### config.mk
export PLATFORM = sky130hd
export DESIGN_NAME = square_matrix_multiply_core
export DESIGN_NICKNAME = d
export VERILOG_FILES = /design/src/rtl/smm_pkg.sv /design/src/rtl/smm_ram.sv /design/src/rtl/smm_cell.sv /design/src/rtl/square_matrix_multiply_core.sv
export SDC_FILE = /design/constraint.sdc
export NUM_CORES = 2
export LEC_CHECK = 0
export BUFFER_PORTS_ARGS = -buffer_cell sky130_fd_sc_hd__buf_4
export CORE_AREA = 10 10 425 531
export DETAILED_ROUTE_END_ITERATION = 10
export DIE_AREA = 0 0 435 541
export PLACE_DENSITY = 0.76
export SKIP_CTS_REPAIR_TIMING = 1
export SLEW_MARGIN = 20
export SYNTH_ARGS = -nofsm -noshare
export SYNTH_HDL_FRONTEND = slang
export SYNTH_SLANG_ARGS = --single-unit
### constraint.sdc
create_clock -name i_clk -period 8.4 [get_ports i_clk]
set_clock_uncertainty 0.05 [all_clocks]
set_input_delay 0.84 -clock i_clk [delete_from_list [all_inputs] [get_ports i_clk]]
set_output_delay 0.84 -clock i_clk [all_outputs]
set_load 0.03 [all_outputs]
### src/rtl/smm_pkg.sv
// shared types and constants of the square matrix multiply core
// no dependencies; imported by the cell, the top level and the checker
package smm_pkg;

    // sizes fixed by the item fields
    localparam int C_MAX_DIM = 8;
    localparam int C_VAL_W   = 10;
    localparam int C_PROD_W  = 2 * C_VAL_W;
    localparam int C_SUM_W   = 23;
    localparam int C_IDX_W   = 3;
    localparam int C_DIM_W   = 4;

    // input item: one element pair
    typedef struct packed {
        logic [C_VAL_W-1:0] a_value;
        logic [C_VAL_W-1:0] b_value;
        logic               last_pair;
    } t_smm_in;

    // result item: one product element
    typedef struct packed {
        logic [C_SUM_W-1:0] product_value;
        logic [C_IDX_W-1:0] out_row;
        logic [C_IDX_W-1:0] out_col;
        logic               last_result;
    } t_smm_out;

    // token handed from cell to cell: one element of A with its position
    typedef struct packed {
        logic               valid;
        logic               first;
        logic               last;
        logic [C_IDX_W-1:0] k;
        logic [C_IDX_W-1:0] row;
        logic [C_VAL_W-1:0] a;
    } t_smm_tok;

    // broadcast write of one B element into its column cell
    typedef struct packed {
        logic               en;
        logic [C_IDX_W-1:0] row;
        logic [C_IDX_W-1:0] col;
        logic [C_VAL_W-1:0] data;
    } t_smm_bwr;

    // finished sum from one cell
    typedef struct packed {
        logic               valid;
        logic [C_SUM_W-1:0] value;
        logic [C_IDX_W-1:0] row;
    } t_smm_cres;

    typedef enum logic [1:0] {
        ST_IDLE,
        ST_BLOAD,
        ST_FEED,
        ST_DRAIN
    } t_smm_state;

endpackage

### src/rtl/smm_ram.sv
// generic single-write, single-read ram with registered read data
// no dependencies
module smm_ram #(
    parameter int WIDTH = 10,
    parameter int DEPTH = 64
) (
    input  logic                                   i_clk,
    input  logic                                   i_we,
    input  logic [((DEPTH > 1) ? $clog2(DEPTH) : 1)-1:0] i_waddr,
    input  logic [WIDTH-1:0]                       i_wdata,
    input  logic [((DEPTH > 1) ? $clog2(DEPTH) : 1)-1:0] i_raddr,
    output logic [WIDTH-1:0]                       o_rdata
);

    logic [WIDTH-1:0] r_mem [DEPTH];
    logic [WIDTH-1:0] r_rdata;

    // write port and registered read port
    always_ff @(posedge i_clk) begin
        if (i_we) begin
            r_mem[i_waddr] <= i_wdata;
        end
        r_rdata <= r_mem[i_raddr];
    end

    assign o_rdata = r_rdata;

endmodule

### src/rtl/smm_cell.sv
// multiply-accumulate cell: holds one column of B, sums A row times that column
// depends on smm_pkg
module smm_cell import smm_pkg::*; #(
    parameter int MAX_DIM = C_MAX_DIM,
    parameter int COL     = 0
) (
    input  logic      i_clk,
    input  logic      i_rst_n,
    input  t_smm_tok  i_tok,
    output t_smm_tok  o_tok,
    input  t_smm_bwr  i_bwr,
    input  logic      i_active,
    output t_smm_cres o_res
);

    localparam int IW = (MAX_DIM > 1) ? $clog2(MAX_DIM) : 1;

    logic [C_VAL_W-1:0]  r_bcol [MAX_DIM];
    t_smm_tok            r_tok;
    logic                r_pv;
    logic                r_pfirst;
    logic                r_plast;
    logic [C_IDX_W-1:0]  r_prow;
    logic [C_PROD_W-1:0] r_prod;
    logic                r_done;
    logic [C_IDX_W-1:0]  r_drow;
    logic [C_SUM_W-1:0]  r_acc;
    logic [C_VAL_W-1:0]  b_sel;

    // column storage, written while loading
    always_ff @(posedge i_clk) begin
        if (i_bwr.en && (i_bwr.col == C_IDX_W'(COL))) begin
            r_bcol[i_bwr.row[IW-1:0]] <= i_bwr.data;
        end
    end

    assign b_sel = r_bcol[r_tok.k[IW-1:0]];

    // control: token stage, product valid, done strobe
    always_ff @(posedge i_clk) begin
        if (!i_rst_n) begin
            r_tok  <= '0;
            r_pv   <= 1'b0;
            r_done <= 1'b0;
        end else begin
            r_tok  <= i_tok;
            r_pv   <= r_tok.valid && i_active;
            r_done <= r_pv && r_plast;
        end
    end

    // payload: product then running sum
    always_ff @(posedge i_clk) begin
        r_prod   <= r_tok.a * b_sel;
        r_pfirst <= r_tok.first;
        r_plast  <= r_tok.last;
        r_prow   <= r_tok.row;
        r_drow   <= r_prow;
        if (r_pv) begin
            if (r_pfirst) begin
                r_acc <= C_SUM_W'(r_prod);
            end else begin
                r_acc <= r_acc + C_SUM_W'(r_prod);
            end
        end
    end

    assign o_tok = r_tok;
    assign o_res = '{valid: r_done, value: r_acc, row: r_drow};

endmodule

### src/rtl/square_matrix_multiply_core.sv
// top level of the square matrix multiply core: load control, A and B stores, cell chain
// depends on smm_pkg, smm_ram, smm_cell
//
//  channel   | handshake             | payload
//  ----------+-----------------------+-----------------------------
//  input     | start, busy           | i_item (t_smm_in)
//  result    | o_strobe (one cycle)  | o_result (t_smm_out)
//  config    | i_cfg_we              | i_cfg_data (dimension)
//
// loading takes one item per cycle while busy is low.
// the item flagged last raises busy: first B is copied from its store into the column
// cells, then A is fed one element per cycle into the chain, of which d cells are active,
// then the results drain through the chain and the output register.
// results come out one per cycle, row-major; busy drops as the last one shows.
// the receiver cannot stall; synchronous reset clears control only, stores hold no reset value.
module square_matrix_multiply_core import smm_pkg::*; #(
    parameter int MAX_DIM = C_MAX_DIM
) (
    input  logic               i_clk,
    input  logic               i_rst_n,
    input  logic               start,
    output logic               busy,
    input  t_smm_in            i_item,
    output logic               o_strobe,
    output t_smm_out           o_result,
    input  logic               i_cfg_we,
    input  logic [C_DIM_W-1:0] i_cfg_data
);

    localparam int IW    = (MAX_DIM > 1) ? $clog2(MAX_DIM) : 1;
    localparam int DEPTH = MAX_DIM * MAX_DIM;
    localparam int AW    = (DEPTH > 1) ? $clog2(DEPTH) : 1;
    localparam int CW    = $clog2(DEPTH + 1);
    localparam int DW    = $clog2(MAX_DIM + 1);

    t_smm_state          r_state;
    t_smm_state          n_state;
    logic [DW-1:0]       r_dim;
    logic [CW-1:0]       r_ld_idx;
    logic [AW-1:0]       r_bl_addr;
    logic [IW-1:0]       r_bl_row;
    logic [IW-1:0]       r_bl_col;
    logic                r_bl_en;
    logic [IW-1:0]       r_bl_wrow;
    logic [IW-1:0]       r_bl_wcol;
    logic [AW-1:0]       r_fd_addr;
    logic [IW-1:0]       r_fd_k;
    logic [IW-1:0]       r_fd_i;
    t_smm_tok            r_tag;
    logic                r_out_vld;
    t_smm_out            r_out;

    logic [CW-1:0]       cells;
    logic [IW-1:0]       dim_m1;
    logic                accept;
    logic                store;
    logic                bload;
    logic                bload_end;
    logic                feed;
    logic                feed_end;
    logic [C_VAL_W-1:0]  ram_q;
    logic [C_VAL_W-1:0]  b_ram_q;
    t_smm_bwr            bwr;
    t_smm_tok            w_tok [MAX_DIM];
    t_smm_cres           w_res [MAX_DIM];
    logic                sel_valid;
    logic [C_SUM_W-1:0]  sel_value;
    logic [C_IDX_W-1:0]  sel_row;
    logic [C_IDX_W-1:0]  sel_col;
    logic                sel_last;

    assign cells     = CW'(r_dim) * CW'(r_dim);
    assign dim_m1    = IW'(r_dim - DW'(1));
    assign accept    = start && !busy;
    assign store     = accept && (r_ld_idx < cells);
    assign bload     = (r_state == ST_BLOAD);
    assign bload_end = bload && (r_bl_row == dim_m1) && (r_bl_col == dim_m1);
    assign feed      = (r_state == ST_FEED);
    assign feed_end  = feed && (r_fd_k == dim_m1) && (r_fd_i == dim_m1);
    assign busy      = (r_state != ST_IDLE);

    // dimension register, clamped to 1..MAX_DIM as it is written
    always_ff @(posedge i_clk) begin
        if (!i_rst_n) begin
            r_dim <= DW'(MAX_DIM);
        end else if (i_cfg_we) begin
            if (i_cfg_data == '0) begin
                r_dim <= DW'(1);
            end else if (i_cfg_data > C_DIM_W'(MAX_DIM)) begin
                r_dim <= DW'(MAX_DIM);
            end else begin
                r_dim <= DW'(i_cfg_data);
            end
        end
    end

    // state register
    always_ff @(posedge i_clk) begin
        if (!i_rst_n) begin
            r_state <= ST_IDLE;
        end else begin
            r_state <= n_state;
        end
    end

    // next state
    always_comb begin
        n_state = r_state;
        case (r_state)
            ST_IDLE: begin
                if (accept && i_item.last_pair) begin
                    n_state = ST_BLOAD;
                end
            end
            ST_BLOAD: begin
                if (bload_end) begin
                    n_state = ST_FEED;
                end
            end
            ST_FEED: begin
                if (feed_end) begin
                    n_state = ST_DRAIN;
                end
            end
            ST_DRAIN: begin
                if (sel_valid && sel_last) begin
                    n_state = ST_IDLE;
                end
            end
            default: begin
                n_state = ST_IDLE;
            end
        endcase
    end

    // load position counter
    always_ff @(posedge i_clk) begin
        if (!i_rst_n) begin
            r_ld_idx <= '0;
        end else if (accept && i_item.last_pair) begin
            r_ld_idx <= '0;
        end else if (store) begin
            r_ld_idx <= r_ld_idx + CW'(1);
        end
    end

    // B copy counters walk the B store row-major; each cell write comes in the cycle after its read
    always_ff @(posedge i_clk) begin
        if (!i_rst_n) begin
            r_bl_addr <= '0;
            r_bl_row  <= '0;
            r_bl_col  <= '0;
            r_bl_en   <= 1'b0;
            r_bl_wrow <= '0;
            r_bl_wcol <= '0;
        end else begin
            r_bl_en   <= bload;
            r_bl_wrow <= r_bl_row;
            r_bl_wcol <= r_bl_col;
            if (!bload) begin
                r_bl_addr <= '0;
                r_bl_row  <= '0;
                r_bl_col  <= '0;
            end else begin
                r_bl_addr <= r_bl_addr + AW'(1);
                if (r_bl_col == dim_m1) begin
                    r_bl_col <= '0;
                    r_bl_row <= r_bl_row + IW'(1);
                end else begin
                    r_bl_col <= r_bl_col + IW'(1);
                end
            end
        end
    end

    // feed counters walk A row-major, one element per cycle
    always_ff @(posedge i_clk) begin
        if (!i_rst_n) begin
            r_fd_addr <= '0;
            r_fd_k    <= '0;
            r_fd_i    <= '0;
            r_tag     <= '0;
        end else begin
            r_tag.valid <= feed;
            r_tag.first <= (r_fd_k == '0);
            r_tag.last  <= (r_fd_k == dim_m1);
            r_tag.k     <= C_IDX_W'(r_fd_k);
            r_tag.row   <= C_IDX_W'(r_fd_i);
            r_tag.a     <= '0;
            if (!feed) begin
                r_fd_addr <= '0;
                r_fd_k    <= '0;
                r_fd_i    <= '0;
            end else begin
                r_fd_addr <= r_fd_addr + AW'(1);
                if (r_fd_k == dim_m1) begin
                    r_fd_k <= '0;
                    r_fd_i <= r_fd_i + IW'(1);
                end else begin
                    r_fd_k <= r_fd_k + IW'(1);
                end
            end
        end
    end

    // A store
    smm_ram #(
        .WIDTH (C_VAL_W),
        .DEPTH (DEPTH)
    ) u_a_store (
        .i_clk   (i_clk),
        .i_we    (store),
        .i_waddr (r_ld_idx[AW-1:0]),
        .i_wdata (i_item.a_value),
        .i_raddr (r_fd_addr),
        .o_rdata (ram_q)
    );

    // B store, kept by row-major position
    smm_ram #(
        .WIDTH (C_VAL_W),
        .DEPTH (DEPTH)
    ) u_b_store (
        .i_clk   (i_clk),
        .i_we    (store),
        .i_waddr (r_ld_idx[AW-1:0]),
        .i_wdata (i_item.b_value),
        .i_raddr (r_bl_addr),
        .o_rdata (b_ram_q)
    );

    // B element read back goes to the cell of its column
    assign bwr = '{en: r_bl_en, row: C_IDX_W'(r_bl_wrow), col: C_IDX_W'(r_bl_wcol),
                   data: b_ram_q};

    // head of the chain: store read data joined with its position tag
    always_comb begin
        w_tok[0]   = r_tag;
        w_tok[0].a = ram_q;
    end

    // chain of cells, one per column
    for (genvar g = 0; g < MAX_DIM; g++) begin : g_cell
        if (g == MAX_DIM - 1) begin : g_tail
            smm_cell #(
                .MAX_DIM (MAX_DIM),
                .COL     (g)
            ) u_cell (
                .i_clk    (i_clk),
                .i_rst_n  (i_rst_n),
                .i_tok    (w_tok[g]),
                .o_tok    (),
                .i_bwr    (bwr),
                .i_active (DW'(g) < r_dim),
                .o_res    (w_res[g])
            );
        end else begin : g_mid
            smm_cell #(
                .MAX_DIM (MAX_DIM),
                .COL     (g)
            ) u_cell (
                .i_clk    (i_clk),
                .i_rst_n  (i_rst_n),
                .i_tok    (w_tok[g]),
                .o_tok    (w_tok[g+1]),
                .i_bwr    (bwr),
                .i_active (DW'(g) < r_dim),
                .o_res    (w_res[g])
            );
        end
    end

    // at most one cell finishes per cycle: pick it
    always_comb begin
        sel_valid = 1'b0;
        sel_value = '0;
        sel_row   = '0;
        sel_col   = '0;
        for (int j = 0; j < MAX_DIM; j++) begin
            if (w_res[j].valid) begin
                sel_valid = 1'b1;
                sel_value = w_res[j].value;
                sel_row   = w_res[j].row;
                sel_col   = C_IDX_W'(j);
            end
        end
        sel_last = (sel_row == C_IDX_W'(dim_m1)) && (sel_col == C_IDX_W'(dim_m1));
    end

    // result register
    always_ff @(posedge i_clk) begin
        if (!i_rst_n) begin
            r_out_vld <= 1'b0;
        end else begin
            r_out_vld <= sel_valid;
        end
    end

    always_ff @(posedge i_clk) begin
        r_out <= '{product_value: sel_value, out_row: sel_row, out_col: sel_col,
                   last_result: sel_last};
    end

    assign o_strobe = r_out_vld;
    assign o_result = r_out;

endmodule

# --- After elaboration in Yosys (flattened, before gate mapping) ---
# Memory sizes are Yosys's and may differ from the RTL's. A register that Yosys moved wholly into a read port is not among the register bits.
# Cells that the tools add are included.
op_classes:
  n_bitwise: 3
  n_lt_le_gt_ge: 10
  mux: 72
  n_eq_ne: 20
  n_reduce_logical: 45
  add_sub_neg: 16
  multipliers: 9
ops:
  columns: ["operator", "n"]
  rows:
  - ["$add A23 B20 Y23", 8]
  - ["$mux W23", 8]
  - ["$mul A10 B10 Y20", 8]
  - ["$mux W20", 8]
  - ["$mux W3", 22]
  - ["$logic_and A1 B1 Y1", 33]
  - ["$mux W1", 27]
  - ["$eq A3 B3 Y1", 6]
  - ["$lt A3 B4 Y1 const A", 4]
  - ["$add A3 B1 Y3 const B", 4]
  - ["$add A6 B1 Y6 const B", 2]
  - ["$eq A3 B3 Y1 const B", 4]
  - ["$lt A1 B4 Y1 const A", 2]
  - ["$lt A2 B4 Y1 const A", 2]
  - ["$mux W2", 4]
  - ["$mux W4", 2]
  - ["$pmux W2 S4", 1]
  - ["$add A7 B1 Y7 const B", 1]
  - ["$lt A7 B7 Y1", 1]
  - ["$mul A4 B4 Y7", 1]
  - ["$eq A3 B2 Y1 const B", 2]
  - ["$logic_not A3 Y1", 2]
  - ["$reduce_or A3 Y1", 2]
  - ["$eq A2 B2 Y1 const B", 2]
  - ["14 further kinds", 19]
totals:
  input_bits: 29
  word_cells: 326
  n_memories: 10
  reg_bits: 657
  out_inout_bits: 32
  ramBits: 1920
memory_table:
  columns: ["memory", "words", "word_bits", "rd", "rd_clocked_by_memory_dff", "write_ports", "line_no", "source"]
  rows:
  - ["u_a_store.r_mem", 64, 10, 1, 1, 1, "smm_ram.sv:15", "logic [WIDTH-1:0] r_mem [DEPTH];"]
  - ["u_b_store.r_mem", 64, 10, 1, 1, 1, "smm_ram.sv:15", null]
  - ["g_cell[0].g_mid.u_cell.r_bcol", 8, 10, 1, 1, 1, "smm_cell.sv:18", "logic [C_VAL_W-1:0] r_bcol [MAX_DIM];"]
  - ["g_cell[1].g_mid.u_cell.r_bcol", 8, 10, 1, 1, 1, "smm_cell.sv:18", null]
  - ["g_cell[2].g_mid.u_cell.r_bcol", 8, 10, 1, 1, 1, "smm_cell.sv:18", null]
  - ["g_cell[3].g_mid.u_cell.r_bcol", 8, 10, 1, 1, 1, "smm_cell.sv:18", null]
  - ["4 more memories", null, null, null, null, null, null, null]

# --- Depth between registers and ports, before layout ---
depth:
  ltp_word: 13
  mapped_depth: 23
  mapped_depth_nobuf: 22

# --- Modules after synthesis ---
# From an unflattened synthesis, not the netlist that was laid out.
unflattened:
  cells_unflattened: 9234
  area_unflattened_um2: 131725.1
modules_own_cells:
  columns: ["module", "seq_area_each_um2", "cells_per_inst", "n_inst", "area_each_um2"]
  rows:
  - ["smm_ram", 19418.6, 1118, 2, 25101.6]
  - ["smm_cell (g_cell[1].g_mid.u_cell ...)", 4073.9, 790, 2, 9514.1]
  - ["smm_cell (g_cell[3].g_mid.u_cell)", 4073.9, 828, 1, 9755.6]
  - ["smm_cell (g_cell[6].g_mid.u_cell)", 4073.9, 809, 1, 9665.5]
  - ["smm_cell (g_cell[7].g_tail.u_cell)", 4073.9, 804, 1, 9610.5]
  - ["smm_cell (g_cell[0].g_mid.u_cell)", 4073.9, 806, 1, 9584.2]
  - ["smm_cell (g_cell[5].g_mid.u_cell)", 4073.9, 804, 1, 9540.4]
  - ["smm_cell (g_cell[4].g_mid.u_cell)", 4073.9, 787, 1, 9464.1]
  - ["square_matrix_multiply_core", 1681.6, 580, 1, 4873.4]

# --- Worst setup path after synthesis ---
# Ideal clock, no wire load.
synth_timing:
  kind: "register to register"
  from: "register, netlist name g_cell[1].g_mid.u_cell.o_tok[13]"
  to: "register g_cell[1].g_mid.u_cell.r_prod[19]"
  path_buffers: 1
  stages_incl_launch_ff: 22
  period_less_slack_ns: 6.546
  required_time_ns: 8.232
  slack_ns: 1.854
  arrival_time_ns: 6.377
  setup_time_ns: 0.118
  cell_sequence: "dfxtp_1 > buf_1 > mux4_2 > mux2i_1 > nor2b_1 > fa_1 > fa_1 > inv_1 > fa_1 > inv_1 > fa_1 > inv_1 > fa_1 > inv_1 > ha_1 > or4_1 > nand4_1 > a311oi_1 > o21a_1 > o21a_1 > o41a_1 > xnor2_1"
synth_lines:
  columns: ["element", "line_no", "source"]
  rows:
  - ["end signal, assigned", "smm_cell.sv:54", "r_prod <= r_tok.a * b_sel;"]
  - ["end, declared", "smm_cell.sv:24", "logic [C_PROD_W-1:0] r_prod;"]

==> flow_summary.yaml <==
clock_network:
  cts_buffers: 241
  cts-htree-levels: 4
  tritoncts: "done"
  clk-insertion-delay-late_ns: 0.90
  cts.sinks: 2600
  cts-root-buf: "clkbuf_16"
  cts_max_path_buffers: 4
  clk_pin_slew_ns: 0.07
logic_synthesis:
  synth_edf_count: 2104
  syn-num-nets: 9822
  syn-instance-count: 8664
  yosysTopAreaCell: "edfxtp_1"
  ys_seq_area_share_pct: 56.9
  ys_ff_latch: 2600
  synthTopCellsByArea: "edfxtp_1 (49%), mux4_2 (9.6%), fa_1 (7.9%)"
  synth_ff_type: "edfxtp_1"
  synth_area_sq_mm: 0.129
  yosys_warnings: 0
  synth_top_area_share_pct: 49.2
  ys_types: 90
  async_reset_ff_share_pct: 0
  syn_area_per_cell_sq_um: 14.8
floorplan:
  core_sq_mm: 0.215
  start_util_pct: 59.7
  die_area_sq_mm: 0.235
  num_io_pins: 61
  num_rows: 191
  die_x_um: 435
  die_height_um: 541
hold_path:
  hold_end: "r_dim[1]"
  worstHoldPathCells: 3
  hp-start: "i_cfg_data[1]"
  hold_class: "in -> reg"
finish:
  fill_cells: 14800
  final_area_sq_mm: 0.140
  layout_common_cells: "edfxtp_1 (2,104), ha_1 (624), inv_1 (591), mux4_2 (550), fa_1 (505)"
  drive_gt1_share_pct: 14.7
  layout.nets: 9938
  final_common_cell: "edfxtp_1"
  area_delta_synth_final_pct: 9.30
global_routing:
  grtUsageTotal_pct: 25.4
  antenna_found_initial: 9
  overflow: 0
  grt_pass1_wl_um: 462000
  grt_pass1_vias: 75500
  grt_max_degree: 93
placed_design:
  dpl.hpwl_um: 198000
  port_buffers: 60
  post_dp_cell_area_sq_mm: 0.133
  place_congestion: 0.880
power_and_ir_drop:
  p_int_mw: 22.5
  p_per_area_mw_per_mm2: 216
  ir_worst_vdd_v: 0.000276
  p_clk_share_pct: 35.9
  p_sw_share_pct: 26.0
  pwr-share-seq_pct: 48.9
  p_switching_mw: 7.89
  pwr-share-comb_pct: 15.1
  p_leak_nw: 52.3
setup_path:
  r2r_setup_slack_ns: 1.22
  r2r-end: "g_cell[5].g_mid.u_cell.r_prod[18]"
  path_max_fanout: 15
  crit_required_ns: 9.12
  crit_arrival_ns: 7.90
  cp-start-kind: "flip-flop"
  timing.rr.start: "g_cell[5].g_mid.u_cell.o_tok[13]"
  criticalPathCategory: "reg -> reg"
  r2r_cells: 19
  endpoint_kind: "flip-flop"
sta:
  worstMarginPinSlew_ns: 1.18
  drv_slew: 0
  fmaxAchievable_ghz: 0.139
  maxSlewHeadroom_pct: 21.0
  fin_crit_sh_pct: 85.5
  rsz0062_at_grt: "false"
  setup_viol: 0
  period_needed_ns: 7.18
  fin_tns_setup_ns: 0
  hold_viol: 0
status:
  status: "finished, final reports clean"
detailed_routing:
  via_per_inst: 6.10
  wire_per_inst_um: 25.4
  routed_wl_um: 301000
  ant_nets: 0
  dr.pass1.iters: 5
  drcViolationCount: 0
  via_count: 72400
  first_iter_violations: 6261
job:
  cap_violations: 0
[layer usage]
layer | share of wire [%] | global-route usage [%] | vias up
li1 | - | - | 32000
met1 | 38 | 32.1 | 36900
met2 | 50 | 43.8 | 2765
met3 | 6.5 | 3.49 | 671
met4 | 5.0 | 11.3 | 0
met5 | 0 | 0 | -
[layout make-up]
class / instances / area (sq um) / share of cell area, %
Multi-Input combinational cell: 5139 / 52100 / 37.1
Timing Repair Buffer: 206 / 1580 / 1.12
Tap cell: 2895 / 3620 / 2.58
Antenna cell: 4 / 10.0 / 0.00713
Clock buffer: 283 / 6280 / 4.47
Sequential cell: 2600 / 73200 / 52.1
Inverter: 592 / 2220 / 1.58
Clock inverter: 154 / 1520 / 1.08
[worst max path at each step]
stage | from | endpoint | slack (ns) | cells past startpoint
floorplan | g_cell[1].g_mid.u_cell.o_tok[13] | g_cell[1].g_mid.u_cell.r_prod[19] | 1.85 | 21
global placement | g_cell[5].g_mid.u_cell.o_tok[13] | g_cell[5].g_mid.u_cell.r_prod[18] | 1.40 | 19
detailed placement | g_cell[3].g_mid.u_cell.o_tok[13] | g_cell[3].g_mid.u_cell.r_prod[18] | 1.29 | 20
CTS | g_cell[5].g_mid.u_cell.o_tok[13] | g_cell[5].g_mid.u_cell.r_prod[18] | 1.24 | 19
global route | g_cell[5].g_mid.u_cell.o_tok[13] | g_cell[5].g_mid.u_cell.r_prod[18] | 0.84 | 19
finish | g_cell[5].g_mid.u_cell.o_tok[13] | g_cell[5].g_mid.u_cell.r_prod[18] | 1.22 | 19
[through the flow]
stage	hold slack, ns	util (%)	power, mW	setup WS [ns]	instances
floorplan	0.260	-	18.1	1.85	8664
global placement	0.261	61.6	19.5	1.40	11400
detailed placement	0.262	61.6	19.7	1.29	11400
CTS	0.191	65.2	30.5	1.24	11900
global route	0.211	65.2	31.5	0.835	11900
finish	0.238	65.2	30.4	1.22	11900
[power by group through the flow]
stage               clock network [mW]  logic, mW  registers (mW)
floorplan                            0       2.98            15.1
detailed placement                   0       4.55            15.1
global placement                     0       4.41            15.1
finish                            10.9       4.60            14.9
CTS                               11.1       4.60            14.9
global route                      11.5       5.08            14.9
[worst max-delay path: stages (launching register included)]
cell and delay (ns):
dfxtp_1 0.97, mux4_2 0.63, mux2i_1 0.88, nor2b_1 0.18
fa_1 0.48, fa_1 0.50, inv_1 0.06, fa_1 0.53
inv_1 0.05, fa_1 0.47, inv_1 0.05, fa_1 0.47
inv_1 0.04, ha_1 0.34, a21o_1 0.19, a31o_2 0.24
a211oi_1 0.34, o21bai_1 0.16, a21oi_1 0.20, xnor2_1 0.22
[cells by family after synthesis]
logic type               after synthesis  synth area share [%]
multiplexers                         783                  11.5
AND/OR/NAND/NOR                     2026                  8.28
XOR/XNOR                             273                  1.87
AO/OA/AOI/OAI                        928                  4.78
flip-flops                          2600                  56.9
adder cells (fa/ha/maj)             1129                  13.9
buffers and inverters                925                  2.75
[synth_stat cells (34+ instances only)]
library cell  instances
edfxtp_1           2104
ha_1                624
inv_1               591
mux4_2              550
fa_1                505
dfxtp_1             496
nor2b_1             479
nand2_1             436
nor2_1              378
and2_1              248
o21ai_0             239
clkbuf_1            224
a21oi_1             200
xnor2_1             190
mux2i_1             176
nand2b_1            163
a21o_1               87
xor2_1               82
nand3_1              73
nor3_1               68
buf_1                66
a211oi_1             65
mux2_2               57
o21a_1               53
buf_2                41
and3_1               40
o31ai_1              35
o21bai_1             34
[flip-flops by register name, indices dropped and copies added, names as in the netlist, 4 cells and up, named ones only]
| signal | flops |
|---|---|
| u_b_store.r_mem | 640 |
| g_cell.g_mid.u_cell.r_drow | 21 |
| g_cell.g_mid.u_cell.r_acc | 161 |
| g_cell.g_mid.u_cell.r_done | 7 |
| u_b_store.o_rdata | 10 |
| g_cell.g_mid.u_cell.r_prow | 21 |
| r_ld_idx | 7 |
| g_cell.g_mid.u_cell.r_prod | 140 |
| g_cell.g_tail.u_cell.o_tok | 16 |
| u_a_store.o_rdata | 10 |
| g_cell.g_tail.u_cell.r_bcol | 80 |
| r_tag | 9 |
| r_bl_addr | 6 |
| g_cell.g_tail.u_cell.r_acc | 23 |
| g_cell.g_mid.u_cell.r_plast | 7 |
| g_cell.g_mid.u_cell.r_pv | 7 |
| o_result | 30 |
| g_cell.g_mid.u_cell.r_pfirst | 7 |
| g_cell.g_tail.u_cell.r_prod | 20 |
| r_dim | 4 |
| u_a_store.r_mem | 640 |
| g_cell.g_mid.u_cell.r_bcol | 560 |
| g_cell.g_mid.u_cell.o_tok | 133 |
| r_fd_addr | 6 |
Note: power is estimated with default switching activity, not from simulation.
